`config.mk`:
```
export PLATFORM = sky130hd
export DESIGN_NAME = consistent_hash_bucket_mapper_top
export DESIGN_NICKNAME = d
export VERILOG_FILES = /design/src/hdl/chbm_pkg.sv /design/src/hdl/consistent_hash_bucket_mapper_top.sv /design/src/hdl/chbm_ram.sv
export SDC_FILE = /design/constraint.sdc
export NUM_CORES = 2
export LEC_CHECK = 0
export ABC_AREA = 0
export BUFFER_PORTS_ARGS = -buffer_cell sky130_fd_sc_hd__clkbuf_2
export CAP_MARGIN = 20
export CORE_MARGIN = 2
export CORE_UTILIZATION = 56
export CTS_BUF_LIST = sky130_fd_sc_hd__clkbuf_16
export CTS_CLUSTER_DIAMETER = 100
export CTS_CLUSTER_SIZE = 25
export DETAILED_ROUTE_END_ITERATION = 10
export GPL_ROUTABILITY_DRIVEN = 0
export PLACE_DENSITY = 0.72
export SYNTH_ARGS = -nofsm -noshare
export SYNTH_HDL_FRONTEND = slang
export SYNTH_SLANG_ARGS = --single-unit
```
`constraint.sdc`:
```
create_clock -name clk -period 23.8 [get_ports clk]
set_input_delay 2.38 -clock clk [delete_from_list [all_inputs] [get_ports clk]]
set_output_delay 2.38 -clock clk [all_outputs]
set_load 0.05 [all_outputs]
```
`src/hdl/chbm_pkg.sv`:
```
// Shared types and constants of the consistent-hash bucket mapper.
`default_nettype none
package chbm_pkg;
  localparam int MAX_BUCKETS = 1024;
  localparam int BKT_W       = 10;
  localparam int CNT_W       = 11;
  localparam int KEY_W       = 64;
  localparam int ROW_BITS    = 32;
  localparam int ROWS        = MAX_BUCKETS / ROW_BITS;
  localparam int ROW_W       = $clog2(ROWS);
  localparam int LANE_W      = $clog2(ROW_BITS);
  localparam int CFG_IDX_W   = 2;
  localparam int MIX_SHIFT   = 33;

  typedef logic [1:0] op_t;
  typedef logic [1:0] status_t;

  localparam op_t OP_MAP    = 2'd0;
  localparam op_t OP_ADD    = 2'd1;
  localparam op_t OP_REMOVE = 2'd2;

  localparam status_t ST_OK      = 2'd0;
  localparam status_t ST_REFUSED = 2'd1;
  localparam status_t ST_RANGE   = 2'd2;

  localparam logic [CFG_IDX_W-1:0] CFG_BUCKET_COUNT   = 2'd0;
  localparam logic [CFG_IDX_W-1:0] CFG_INITIAL_ACTIVE = 2'd1;

  localparam logic [KEY_W-1:0] MIX_GOLDEN = 64'h9e3779b97f4a7c15;
  localparam logic [KEY_W-1:0] MIX_MUL_A  = 64'hff51afd7ed558ccd;
  localparam logic [KEY_W-1:0] MIX_MUL_B  = 64'hc4ceb9fe1a85ec53;
endpackage
`default_nettype wire

```
`src/hdl/consistent_hash_bucket_mapper_top.sv`:
```
// Map: one probe per cycle from the bitmap RAM, 1 .. N probes, N the effective bucket count.
// Hashing: two mixes on one shared 32x32 multiplier, two mods of the 64-bit key, 4 bits a cycle.
// Add / remove: read-modify-write of one 32-bit bitmap row; out of range or unused op: straight to the response.
// One item at a time; the next beat is taken while a result waits in the output register.
// Reset and every config write to the bucket count or initial active count start a sweep that
// rebuilds all 32 bitmap rows, one row a cycle; no input beat is taken during the sweep.
`default_nettype none
module consistent_hash_bucket_mapper_top (
  input  wire logic                              clk,
  input  wire logic                              rst_n,
  input  wire logic                              cfg_we,
  input  wire logic [chbm_pkg::CFG_IDX_W-1:0]    cfg_index,
  input  wire logic [chbm_pkg::CNT_W-1:0]        cfg_wdata,
  input  wire logic                              in_valid,
  output logic                                   in_ready,
  input  wire chbm_pkg::op_t                     in_op,
  input  wire logic [chbm_pkg::KEY_W-1:0]        in_key,
  input  wire logic [chbm_pkg::BKT_W-1:0]        in_bucket,
  output logic                                   out_valid,
  input  wire logic                              out_ready,
  output chbm_pkg::status_t                      out_status,
  output logic [chbm_pkg::BKT_W-1:0]             out_mapped_bucket,
  output logic [chbm_pkg::CNT_W-1:0]             out_active_count
);
  import chbm_pkg::*;

  typedef enum logic [3:0] {
    S_INIT, S_IDLE, S_MIX, S_MOD, S_PSTART, S_PROBE, S_UPD_RD, S_UPD, S_RESP
  } state_t;

  state_t             state_r;
  logic [CNT_W-1:0]   bucket_count_r, initial_active_r, active_total_r;
  logic [ROW_W-1:0]   init_row_r;
  op_t                op_r;
  logic [KEY_W-1:0]   key_r, k_r, acc_r, prod_r;
  logic [BKT_W-1:0]   bucket_r, pos_r, stride_r;
  logic               salt_r, mul_b_r;
  logic [2:0]         ph_r;
  logic [3:0]         step_r;
  logic [CNT_W-1:0]   rem_r, probe_cnt_r;
  status_t            res_status_r;
  logic [BKT_W-1:0]   res_mapped_r;
  logic               out_valid_r;
  status_t            out_status_r;
  logic [BKT_W-1:0]   out_mapped_r;
  logic [CNT_W-1:0]   out_count_r;

  logic [CNT_W-1:0]   n_eff, a_eff, div_d, rem_nxt;
  logic [KEY_W-1:0]   kx, mix_t, prod_nxt, c_sel;
  logic [31:0]        mul_a, mul_b;
  logic [BKT_W-1:0]   pos_next;
  logic [ROW_BITS-1:0] row_mask, rd_data, wr_data;
  logic [ROW_W-1:0]   rd_addr, wr_addr;
  logic               wr_en, lane_bit, add_ok, rem_ok, cfg_hit;

  // effective N and A
  always_comb begin
    if (bucket_count_r < CNT_W'(2)) n_eff = CNT_W'(2);
    else if (bucket_count_r > CNT_W'(MAX_BUCKETS)) n_eff = CNT_W'(MAX_BUCKETS);
    else n_eff = bucket_count_r;
    if (initial_active_r < CNT_W'(1)) a_eff = CNT_W'(1);
    else if (initial_active_r > n_eff) a_eff = n_eff;
    else a_eff = initial_active_r;
  end

  assign cfg_hit = cfg_we && (cfg_index == CFG_BUCKET_COUNT || cfg_index == CFG_INITIAL_ACTIVE);

  // mix datapath: one 32x32 partial product per cycle
  always_comb begin
    kx       = k_r ^ (salt_r ? MIX_GOLDEN : '0);
    c_sel    = mul_b_r ? MIX_MUL_B : MIX_MUL_A;
    mul_a    = (ph_r == 3'd3) ? k_r[63:32] : k_r[31:0];
    mul_b    = (ph_r == 3'd2) ? c_sel[63:32] : c_sel[31:0];
    prod_nxt = {32'h0, mul_a} * {32'h0, mul_b};
    mix_t    = acc_r + {prod_r[31:0], 32'h0};
  end

  // restoring remainder, four dividend bits a cycle
  always_comb begin
    logic [CNT_W:0] r;
    div_d = salt_r ? (n_eff - CNT_W'(1)) : n_eff;
    r = {1'b0, rem_r};
    for (int j = 0; j < 4; j++) begin
      r = {r[CNT_W-1:0], k_r[KEY_W-1-j]};
      if (r >= {1'b0, div_d}) r = r - {1'b0, div_d};
    end
    rem_nxt = r[CNT_W-1:0];
  end

  // probe step: pos and stride are both below N
  always_comb begin
    logic [CNT_W-1:0] s;
    s = {1'b0, pos_r} + {1'b0, stride_r};
    if (s >= n_eff) s = s - n_eff;
    pos_next = s[BKT_W-1:0];
  end

  always_comb begin
    for (int b = 0; b < ROW_BITS; b++) begin
      row_mask[b] = ({1'b0, init_row_r, LANE_W'(b)} < a_eff);
    end
  end

  always_comb begin
    lane_bit = rd_data[bucket_r[LANE_W-1:0]];
    add_ok   = (op_r == OP_ADD) && !lane_bit && (active_total_r < n_eff);
    rem_ok   = (op_r == OP_REMOVE) && lane_bit && (active_total_r > CNT_W'(1));
    rd_addr  = '0;
    wr_addr  = bucket_r[BKT_W-1:LANE_W];
    wr_data  = rd_data ^ (ROW_BITS'(1) << bucket_r[LANE_W-1:0]);
    wr_en    = 1'b0;
    unique case (state_r)
      S_INIT: begin
        wr_en   = 1'b1;
        wr_addr = init_row_r;
        wr_data = row_mask;
      end
      S_PSTART: rd_addr = pos_r[BKT_W-1:LANE_W];
      S_PROBE:  rd_addr = pos_next[BKT_W-1:LANE_W];
      S_UPD_RD: rd_addr = bucket_r[BKT_W-1:LANE_W];
      S_UPD:    wr_en   = add_ok || rem_ok;
      default: ;
    endcase
  end

  chbm_ram #(.WIDTH(ROW_BITS), .DEPTH(ROWS)) u_map (
    .clk     (clk),
    .wr_en   (wr_en),
    .wr_addr (wr_addr),
    .wr_data (wr_data),
    .rd_addr (rd_addr),
    .rd_data (rd_data)
  );

  assign in_ready          = (state_r == S_IDLE);
  assign out_valid         = out_valid_r;
  assign out_status        = out_status_r;
  assign out_mapped_bucket = out_mapped_r;
  assign out_active_count  = out_count_r;

  always_ff @(posedge clk) begin
    prod_r <= prod_nxt;
    if (!rst_n) begin
      state_r          <= S_INIT;
      init_row_r       <= '0;
      bucket_count_r   <= CNT_W'(MAX_BUCKETS);
      initial_active_r <= CNT_W'(MAX_BUCKETS);
      active_total_r   <= CNT_W'(MAX_BUCKETS);
      out_valid_r      <= 1'b0;
    end else begin
      if (out_ready) out_valid_r <= 1'b0;
      unique case (state_r)
        S_INIT: begin
          active_total_r <= a_eff;
          init_row_r     <= init_row_r + ROW_W'(1);
          if (init_row_r == ROW_W'(ROWS - 1)) state_r <= S_IDLE;
        end
        S_IDLE: begin
          if (in_valid) begin
            op_r         <= in_op;
            key_r        <= in_key;
            k_r          <= in_key;
            bucket_r     <= in_bucket;
            salt_r       <= 1'b0;
            mul_b_r      <= 1'b0;
            ph_r         <= 3'd0;
            res_mapped_r <= '0;
            if (in_op == OP_MAP) begin
              state_r <= S_MIX;
            end else if (in_op == OP_ADD || in_op == OP_REMOVE) begin
              if ({1'b0, in_bucket} >= n_eff) begin
                res_status_r <= ST_RANGE;
                state_r      <= S_RESP;
              end else begin
                state_r <= S_UPD_RD;
              end
            end else begin
              res_status_r <= ST_REFUSED;
              state_r      <= S_RESP;
            end
          end
        end
        S_MIX: begin
          ph_r <= ph_r + 3'd1;
          case (ph_r)
            3'd0: k_r <= kx ^ (kx >> MIX_SHIFT);
            3'd2: acc_r <= prod_r;
            3'd3: acc_r <= mix_t;
            3'd4: begin
              k_r <= mix_t ^ (mix_t >> MIX_SHIFT);
              if (!mul_b_r) begin
                mul_b_r <= 1'b1;
                ph_r    <= 3'd1;
              end else begin
                state_r <= S_MOD;
                step_r  <= '0;
                rem_r   <= '0;
              end
            end
            default: ;
          endcase
        end
        S_MOD: begin
          k_r    <= k_r << 4;
          rem_r  <= rem_nxt;
          step_r <= step_r + 4'd1;
          if (step_r == 4'd15) begin
            if (!salt_r) begin
              pos_r   <= rem_nxt[BKT_W-1:0];
              salt_r  <= 1'b1;
              k_r     <= key_r;
              mul_b_r <= 1'b0;
              ph_r    <= 3'd0;
              state_r <= S_MIX;
            end else begin
              stride_r <= rem_nxt[BKT_W-1:0] + BKT_W'(1);
              state_r  <= S_PSTART;
            end
          end
        end
        S_PSTART: begin
          probe_cnt_r <= '0;
          state_r     <= S_PROBE;
        end
        S_PROBE: begin
          if (rd_data[pos_r[LANE_W-1:0]]) begin
            res_status_r <= ST_OK;
            res_mapped_r <= pos_r;
            state_r      <= S_RESP;
          end else if (probe_cnt_r == n_eff - CNT_W'(1)) begin
            res_status_r <= ST_REFUSED;
            state_r      <= S_RESP;
          end else begin
            pos_r       <= pos_next;
            probe_cnt_r <= probe_cnt_r + CNT_W'(1);
          end
        end
        S_UPD_RD: state_r <= S_UPD;
        S_UPD: begin
          if (add_ok) active_total_r <= active_total_r + CNT_W'(1);
          if (rem_ok) active_total_r <= active_total_r - CNT_W'(1);
          res_status_r <= (add_ok || rem_ok) ? ST_OK : ST_REFUSED;
          state_r      <= S_RESP;
        end
        S_RESP: begin
          if (!out_valid_r || out_ready) begin
            out_valid_r  <= 1'b1;
            out_status_r <= res_status_r;
            out_mapped_r <= res_mapped_r;
            out_count_r  <= active_total_r;
            state_r      <= S_IDLE;
          end
        end
        default: state_r <= S_INIT;
      endcase
      if (cfg_hit) begin
        if (cfg_index == CFG_BUCKET_COUNT) bucket_count_r <= cfg_wdata;
        else initial_active_r <= cfg_wdata;
        init_row_r <= '0;
        state_r    <= S_INIT;
      end
    end
  end
endmodule
`default_nettype wire

```
`src/hdl/chbm_ram.sv`:
```
// Generic single-write, single-read RAM with registered read data.
`default_nettype none
module chbm_ram #(
  parameter int WIDTH = 32,
  parameter int DEPTH = 32
) (
  input  wire logic                     clk,
  input  wire logic                     wr_en,
  input  wire logic [$clog2(DEPTH)-1:0] wr_addr,
  input  wire logic [WIDTH-1:0]         wr_data,
  input  wire logic [$clog2(DEPTH)-1:0] rd_addr,
  output logic      [WIDTH-1:0]         rd_data
);
  logic [WIDTH-1:0] mem [DEPTH];

  always_ff @(posedge clk) begin
    if (wr_en) begin
      mem[wr_addr] <= wr_data;
    end
    rd_data <= mem[rd_addr];
  end
endmodule
`default_nettype wire
```
## Word-level counts from Yosys, hierarchy flattened

Memory sizes are Yosys's and may differ from the RTL's. A register that Yosys moved wholly into a read port is not among the register bits.
Cells that the tools add are included.

- Register bits after elaboration: 397
- Latch bits: 0
- Bits in writable memories: 1,024
- Memory bits (read-only): 0
- Input port bits: 94
- Output and inout bits: 25
- Logic and storage cells: 258
- Memories kept: 1

- $add $sub $neg: 15
- Multiply operators: 1
- Div/mod/pow operators: 0
- Magnitude comparators: 46
- Equality and inequality tests: 34
- Shift operators: 1
- Mux-type cells: 87
- Bitwise logic cells: 6
- Reductions and logical operators: 42

Memories:

| memory | depth | bits a word | rd ports | clocked after Yosys merged registers in | wr ports | RTL line | source |
|---|---|---|---|---|---|---|---|
| u_map.mem | 32 | 32 | 1 | 1 | 1 | chbm_ram.sv:14 | `logic [WIDTH-1:0] mem [DEPTH];` |

Operators with widths:

| operator | number |
|---|---|
| 10-bit by 11-bit less-than comparator with 1-bit output | 32 |
| 64-bit two-way mux | 4 |
| 64-bit one-hot mux with 2 select lines | 2 |
| 64-bit one-hot mux with 3 select lines | 1 |
| 11-bit two-way mux | 15 |
| 64-bit by 31-bit bitwise XOR with 64-bit output | 2 |
| 32-bit two-way mux | 3 |
| 10-bit two-way mux | 7 |
| 11-bit one-hot mux with 2 select lines | 3 |
| 64-bit adder | 1 |
| 32-bit by 32-bit multiplier with 64-bit output | 1 |
| 64-bit bitwise XOR | 1 |
| 62-bit two-way mux | 1 |
| 4-bit two-way mux | 13 |
| 12-bit by 11-bit >= comparator with 1-bit output | 4 |
| 11-bit subtractor | 4 |
| 10-bit one-hot mux with 2 select lines | 2 |
| 4-bit one-hot mux with 9 select lines | 1 |
| 1-bit by 5-bit left shift with 32-bit output, first input constant | 1 |
| 32-bit bitwise XOR | 1 |
| 4-bit AND reduction | 6 |
| 11-bit by 1-bit adder with 11-bit output, second input constant | 2 |
| 2-bit inequality test, second input constant | 11 |
| 11-bit by 1-bit subtractor with 11-bit output, second input constant | 2 |
| other kinds (53) | 112 |

## Depth between registers and ports, before layout

- Word-level depth: 16
- Gate-level depth with buffers: 58
- Mapped depth without buffers: 52

## Cells and area by module

From an unflattened synthesis, not the netlist that was laid out.

- Cells, all modules: 7,597
- Area total of the unflattened synthesis: 94,405.5 um^2

By module, submodules not included:

| module | instances | cells an instance | area each (um^2) | sequential area each (um^2) |
|---|---|---|---|---|
| consistent_hash_bucket_mapper_top | 1 | 5,337 | 53,918.0 | 10,850.4 |
| chbm_ram | 1 | 2,260 | 40,487.6 | 31,390.1 |

## Worst setup path before layout

No wires, ideal clock.

- Path kind: register to register
- From: reg bucket_count_r[4]
- To: reg stride_r[8] (data pin)
- Setup time: 0.266 ns
- Arrival time: 10.903 ns
- Data required time: 23.534 ns
- Path slack: 12.631 ns
- Cell stages (with the launch flop): 55
- Buffers on the path: 5
- Clock period less this slack: 11.169 ns
- Path through: dfxtp_1 > clkbuf_2 > nor3_4 > and3_1 > o21ai_0 > ha_1 > clkbuf_1 > nand2_1 > xnor2_1 > ha_1 > nor2b_1 > o31a_1 > o21a_1 > o311ai_4 > nand2_1 > buf_1 > mux2i_1 > inv_1 > [... 19 more ...] > clkbuf_1 > mux2i_1 > ha_1 > nor2b_1 > o21ai_0 > nand2b_1 > a21o_1 > nand2_1 > a21oi_1 > a21o_1 > a21o_1 > a211oi_1 > nand2_1 > o21ai_1 > inv_1 > ha_1 > o221ai_1 > xor2_1

- Cells in the longest elaborated chain, start to end: 14
- Elaborated cells between the ends (all ways): 19
- Classes of those cells: 6 x add/sub; 6 x order compare; 7 x mux

Ends and longest elaborated chain:

| element | RTL line | source |
|---|---|---|
| from (decl) | consistent_hash_bucket_mapper_top.sv:32 | `logic [CNT_W-1:0] bucket_count_r, initial_active_r, active_total_r;` |
| from (signal assigned) | consistent_hash_bucket_mapper_top.sv:146 | `bucket_count_r <= CNT_W'(MAX_BUCKETS);` |
| from (signal assigned) | consistent_hash_bucket_mapper_top.sv:257 | `if (cfg_index == CFG_BUCKET_COUNT) bucket_count_r <= cfg_wdata;` |
| 11-bit greater-than comparator | consistent_hash_bucket_mapper_top.sv:59 | `else if (bucket_count_r > CNT_W'(MAX_BUCKETS)) n_eff = CNT_W'(MAX_BUCKETS);` |
| 11-bit two-way mux | consistent_hash_bucket_mapper_top.sv:59 |  |
| 11-bit two-way mux (*) | consistent_hash_bucket_mapper_top.sv:58 | `if (bucket_count_r < CNT_W'(2)) n_eff = CNT_W'(2);` |
| 11-bit by 1-bit subtractor with 11-bit output | consistent_hash_bucket_mapper_top.sv:81 | `div_d = salt_r ? (n_eff - CNT_W'(1)) : n_eff;` |
| 11-bit two-way mux (*) | consistent_hash_bucket_mapper_top.sv:81 |  |
| 11-bit subtractor or 12-bit by 11-bit >= comparator with 1-bit output (tied branches) | consistent_hash_bucket_mapper_top.sv:85 | `if (r >= {1'b0, div_d}) r = r - {1'b0, div_d};` |
| 11-bit two-way mux | consistent_hash_bucket_mapper_top.sv:85 |  |
| 11-bit subtractor or 12-bit by 11-bit >= comparator with 1-bit output (tied branches) | consistent_hash_bucket_mapper_top.sv:85 |  |
| 11-bit two-way mux | consistent_hash_bucket_mapper_top.sv:85 |  |
| 11-bit subtractor or 12-bit by 11-bit >= comparator with 1-bit output (tied branches) | consistent_hash_bucket_mapper_top.sv:85 |  |
| 11-bit two-way mux | consistent_hash_bucket_mapper_top.sv:85 |  |
| 12-bit by 11-bit >= comparator with 1-bit output | consistent_hash_bucket_mapper_top.sv:85 |  |
| 11-bit two-way mux (*) | consistent_hash_bucket_mapper_top.sv:85 |  |
| named net rem_nxt[0] | consistent_hash_bucket_mapper_top.sv:48 | `logic [CNT_W-1:0] n_eff, a_eff, div_d, rem_nxt;` |
| 10-bit by 1-bit adder with 10-bit output (*) | consistent_hash_bucket_mapper_top.sv:216 | `stride_r <= rem_nxt[BKT_W-1:0] + BKT_W'(1);` |
| to (signal assigned) | consistent_hash_bucket_mapper_top.sv:216 |  |
| to (decl) | consistent_hash_bucket_mapper_top.sv:36 | `logic [BKT_W-1:0] bucket_r, pos_r, stride_r;` |

The timed path passes the listed nets; every way through them passes the cells marked *.
A chain may end at the register's enable or synchronous reset.

## Worst setup path after layout

- From: reg bucket_count_r[6]
- To: reg stride_r[6] (data pin)

The elaborated chain is that of the path after synthesis.

==> impl_results.md <==
* Status: finished clean
* Startpoint Class: flop
* Detailed Place HPWL at 197.5 mm
* Fin area at 101,300 um^2
* DR WL/cell at 26.19 um
* Tcrit/Tclk final at 58.12%
* Commonest non-fill, non-tap cell in the layout: edfxtp_1
* Largest net degree at the start of global routing at 137
* Synth Net Count at 9,790
* Post-placement cell area at 99,170 um^2
* Die height at 417.2 um
* CTS tree: built
* Bufs on Longest Clock Path at 3
* GRT Residual Overflow at 0
* Core Rows at 151
* Cell taking the most area after synthesis: edfxtp_1
* Final Non-Filler Cells at 10,610
* Starting Density at 56.40%
* PwrDens at 46.38 nW/um^2
* Sw Ratio at 24.12%
* Setup TNS at 0 ns
* Hold_buf cts at 0
* Vias/cell at 6.250
* EDFF count, synth at 1,314
* DRC at 0
* Minimum clock period at 13.83 ns
* Yosys top cell area share at 41.28%
* Mean cell area of the mapped netlist at 11.40 um^2
* Dpl cells at 10,480
* First-pass GRT wire length at 419.2 mm
* YS warnings at 0
* Clock sink count at 1,453
* TritonRoute pass-1 iters at 8
* Max VDD drop at 86.64 uV
* Lkg Pwr at 40.48 nW
* CTS clk-pin slew, worst paths at 0.10 ns
* Cts bufs inserted at 69
* Worst Setup End Kind: flop
* Relative max-transition margin at 24.36%
* Sequential share of the synthesized area at 44.19%
* Htree depth at 3
* Cells after Synth at 8,383
* CTS Root Buffer Type: clkbuf_16
* Antenna-violating nets left at 0
* CP arrival at 14.32 ns
* Share of layout cells above drive strength 1 at 7.813%
* IO Count at 119
* Crit-path most repeated cell: ha_1
* All-Layer GR Usage at 32.15%
* Share of power burned in the clock network at 28.9%
* Critical-path maximum fanout at 13
* Initial DRC count at 7,411
* CP required at 24.28 ns
* Power Total at 4.699 mW
* Synthesis-stage register bit count at 1,453
* Post-CTS Resized at 0
* Netlist cell types at 99
* Core Box Area at 169,500 um^2
* Total number of vias at 66,290
* Pins Over Slew Limit at 0
* Syn Std Cell Area at 95,590 um^2
* Clk_skew at 0.04625 ns
* Syn-to-layout area delta at 5.994%
* Max-Cap Viols at 0
* Crit path kind: reg2reg
* Finish-stage setup viols at 0
* Comb pwr share at 9.6%
* Hold Path Class: reg2reg
* Top_reg_cell synth: edfxtp_1
* Vias in the first global route at 67,010
* Clock Latency Late Sink at 0.73 ns
* Buffer count from post-CTS setup fixing at 0
* Initial antenna violation count at 6
* Internal Power at 3.566 mW
* RSZ-0062 raised after global routing: false
* Final hold violations at 0
* Sequential share of power at 61.5%
* Die footprint at 174,000 um^2
* Commonest cells after routing, fill and taps aside: edfxtp_1 (1,314), nand2_1 (1,141), inv_1 (978)
* Number of port buffers at 118
* Synth top area cells: edfxtp_1 (41%), fa_1 (18%), ha_1 (5.8%)
* CP peak stage delay at 0.56 ns
* DIE WIDTH at 417.2 um
* Slew @ Worst Pin at 1.130 ns
* Routed wire length at 277.8 mm
* Fin nets at 9,749
* Final hold slack at 0.4186 ns
* Fmax at 72.29 MHz
* Slowest CP cell: xnor2_1
* Post-synth ARST share at 0%
* Sw Pwr at 1.133 mW
-- through the flow --
step	setup WS, ns	utilization [%]
finish	9.967	59.78
global route	9.073	59.78
floorplan	12.63	-
detailed placement	9.096	58.52
global placement	9.507	58.48
CTS	9.022	59.73
-- layer usage --
layer / track usage, % / routed length, um / part of all wire (%) / vias to the layer above
met3: 5.737 / 24610 / 8.9 / 880
met4: 21.16 / 22260 / 8.0 / 4
met1: 40.20 / 99890 / 36 / 33140
li1: - / - / - / 28620
met5: 0 / 27 / 0.0097 / -
met2: 51.60 / 131000 / 47 / 3646
-- kinds of logic after synthesis --
kind of cell / synth area share, %
other: 0.003923
AO/OA/AOI/OAI: 8.930
AND/OR/NAND/NOR: 11.48
flip-flops: 44.19
multiplexers: 3.583
buffers and inverters: 5.240
adder cells (fa/ha/maj): 24.03
XOR/XNOR: 2.545
-- Yosys cell counts, types with 50 or more instances --
| master | instances |
|---|---|
| edfxtp_1 | 1314 |
| nand2_1 | 1142 |
| inv_1 | 945 |
| fa_1 | 870 |
| nor2_1 | 464 |
| ha_1 | 443 |
| a21oi_1 | 428 |
| clkbuf_1 | 302 |
| nand3_1 | 242 |
| o21ai_0 | 198 |
| xnor2_1 | 170 |
| mux2_2 | 158 |
| dfxtp_1 | 139 |
| nand2b_1 | 120 |
| mux2i_1 | 116 |
| a21o_1 | 113 |
| nor2b_1 | 109 |
| xor2_1 | 105 |
| nor3_1 | 87 |
| and2_1 | 82 |
| a221o_1 | 66 |
| buf_1 | 58 |
| or3_1 | 52 |
| a211oi_1 | 50 |
-- power groups by stage --
stage	sequential (mW)	combinational, mW	clock [mW]
detailed placement	2.95	0.440	0
global route	2.89	0.484	1.45
CTS	2.89	0.440	1.37
finish	2.89	0.450	1.36
global placement	2.95	0.422	0
floorplan	2.94	0.274	0
-- registers in the layout, summed over array words and instances, names as in the netlist, 32 cells and up --
register / flops
u_map.mem: 1024
acc_r: 64
k_r: 64
key_r: 64
prod_r: 64
u_map.rd_data: 32
-- layout make-up --
type                    count  area, um^2
diodes                      3       7.507
inverters                 948        3558
repair buffers            262        1759
fillers                 13440       68150
well taps                2218        2775
flip-flops and latches   1453       42240
multi-input cells        5608       48920
clock inverters            44       324.1
clock buffers              69        1727
-- worst paths after layout --
kind | from | depth (start not counted) | endpoint | slack [ns]
worst min-delay path | res_mapped_r[9]$_SDFFCE_PN0P_ | 0 | out_mapped_bucket[9]$_DFFE_PP_ | 0.42
worst max register to register | bucket_count_r[6]$_SDFFE_PN0P_ | 50 | stride_r[6]$_DFFE_PP_ | 9.97
worst max-delay path | bucket_count_r[6]$_SDFFE_PN0P_ | 50 | stride_r[6]$_DFFE_PP_ | 9.97
worst min register to register | res_mapped_r[9]$_SDFFCE_PN0P_ | 0 | out_mapped_bucket[9]$_DFFE_PP_ | 0.42
-- critical path: cells and delay by family (launching register included) --
| kind | cells | cell delay [ns] |
|---|---|---|
| AO/OA/AOI/OAI | 20 | 5.20 |
| AND/OR/NAND/NOR | 17 | 3.84 |
| adder cells (fa/ha/maj) | 6 | 2.26 |
| multiplexers | 2 | 0.75 |
| XOR/XNOR | 2 | 0.66 |
| buffers and inverters | 3 | 0.48 |
| flip-flops | 1 | 0.42 |
No activity file was read; power rests on OpenSTA's default activity.
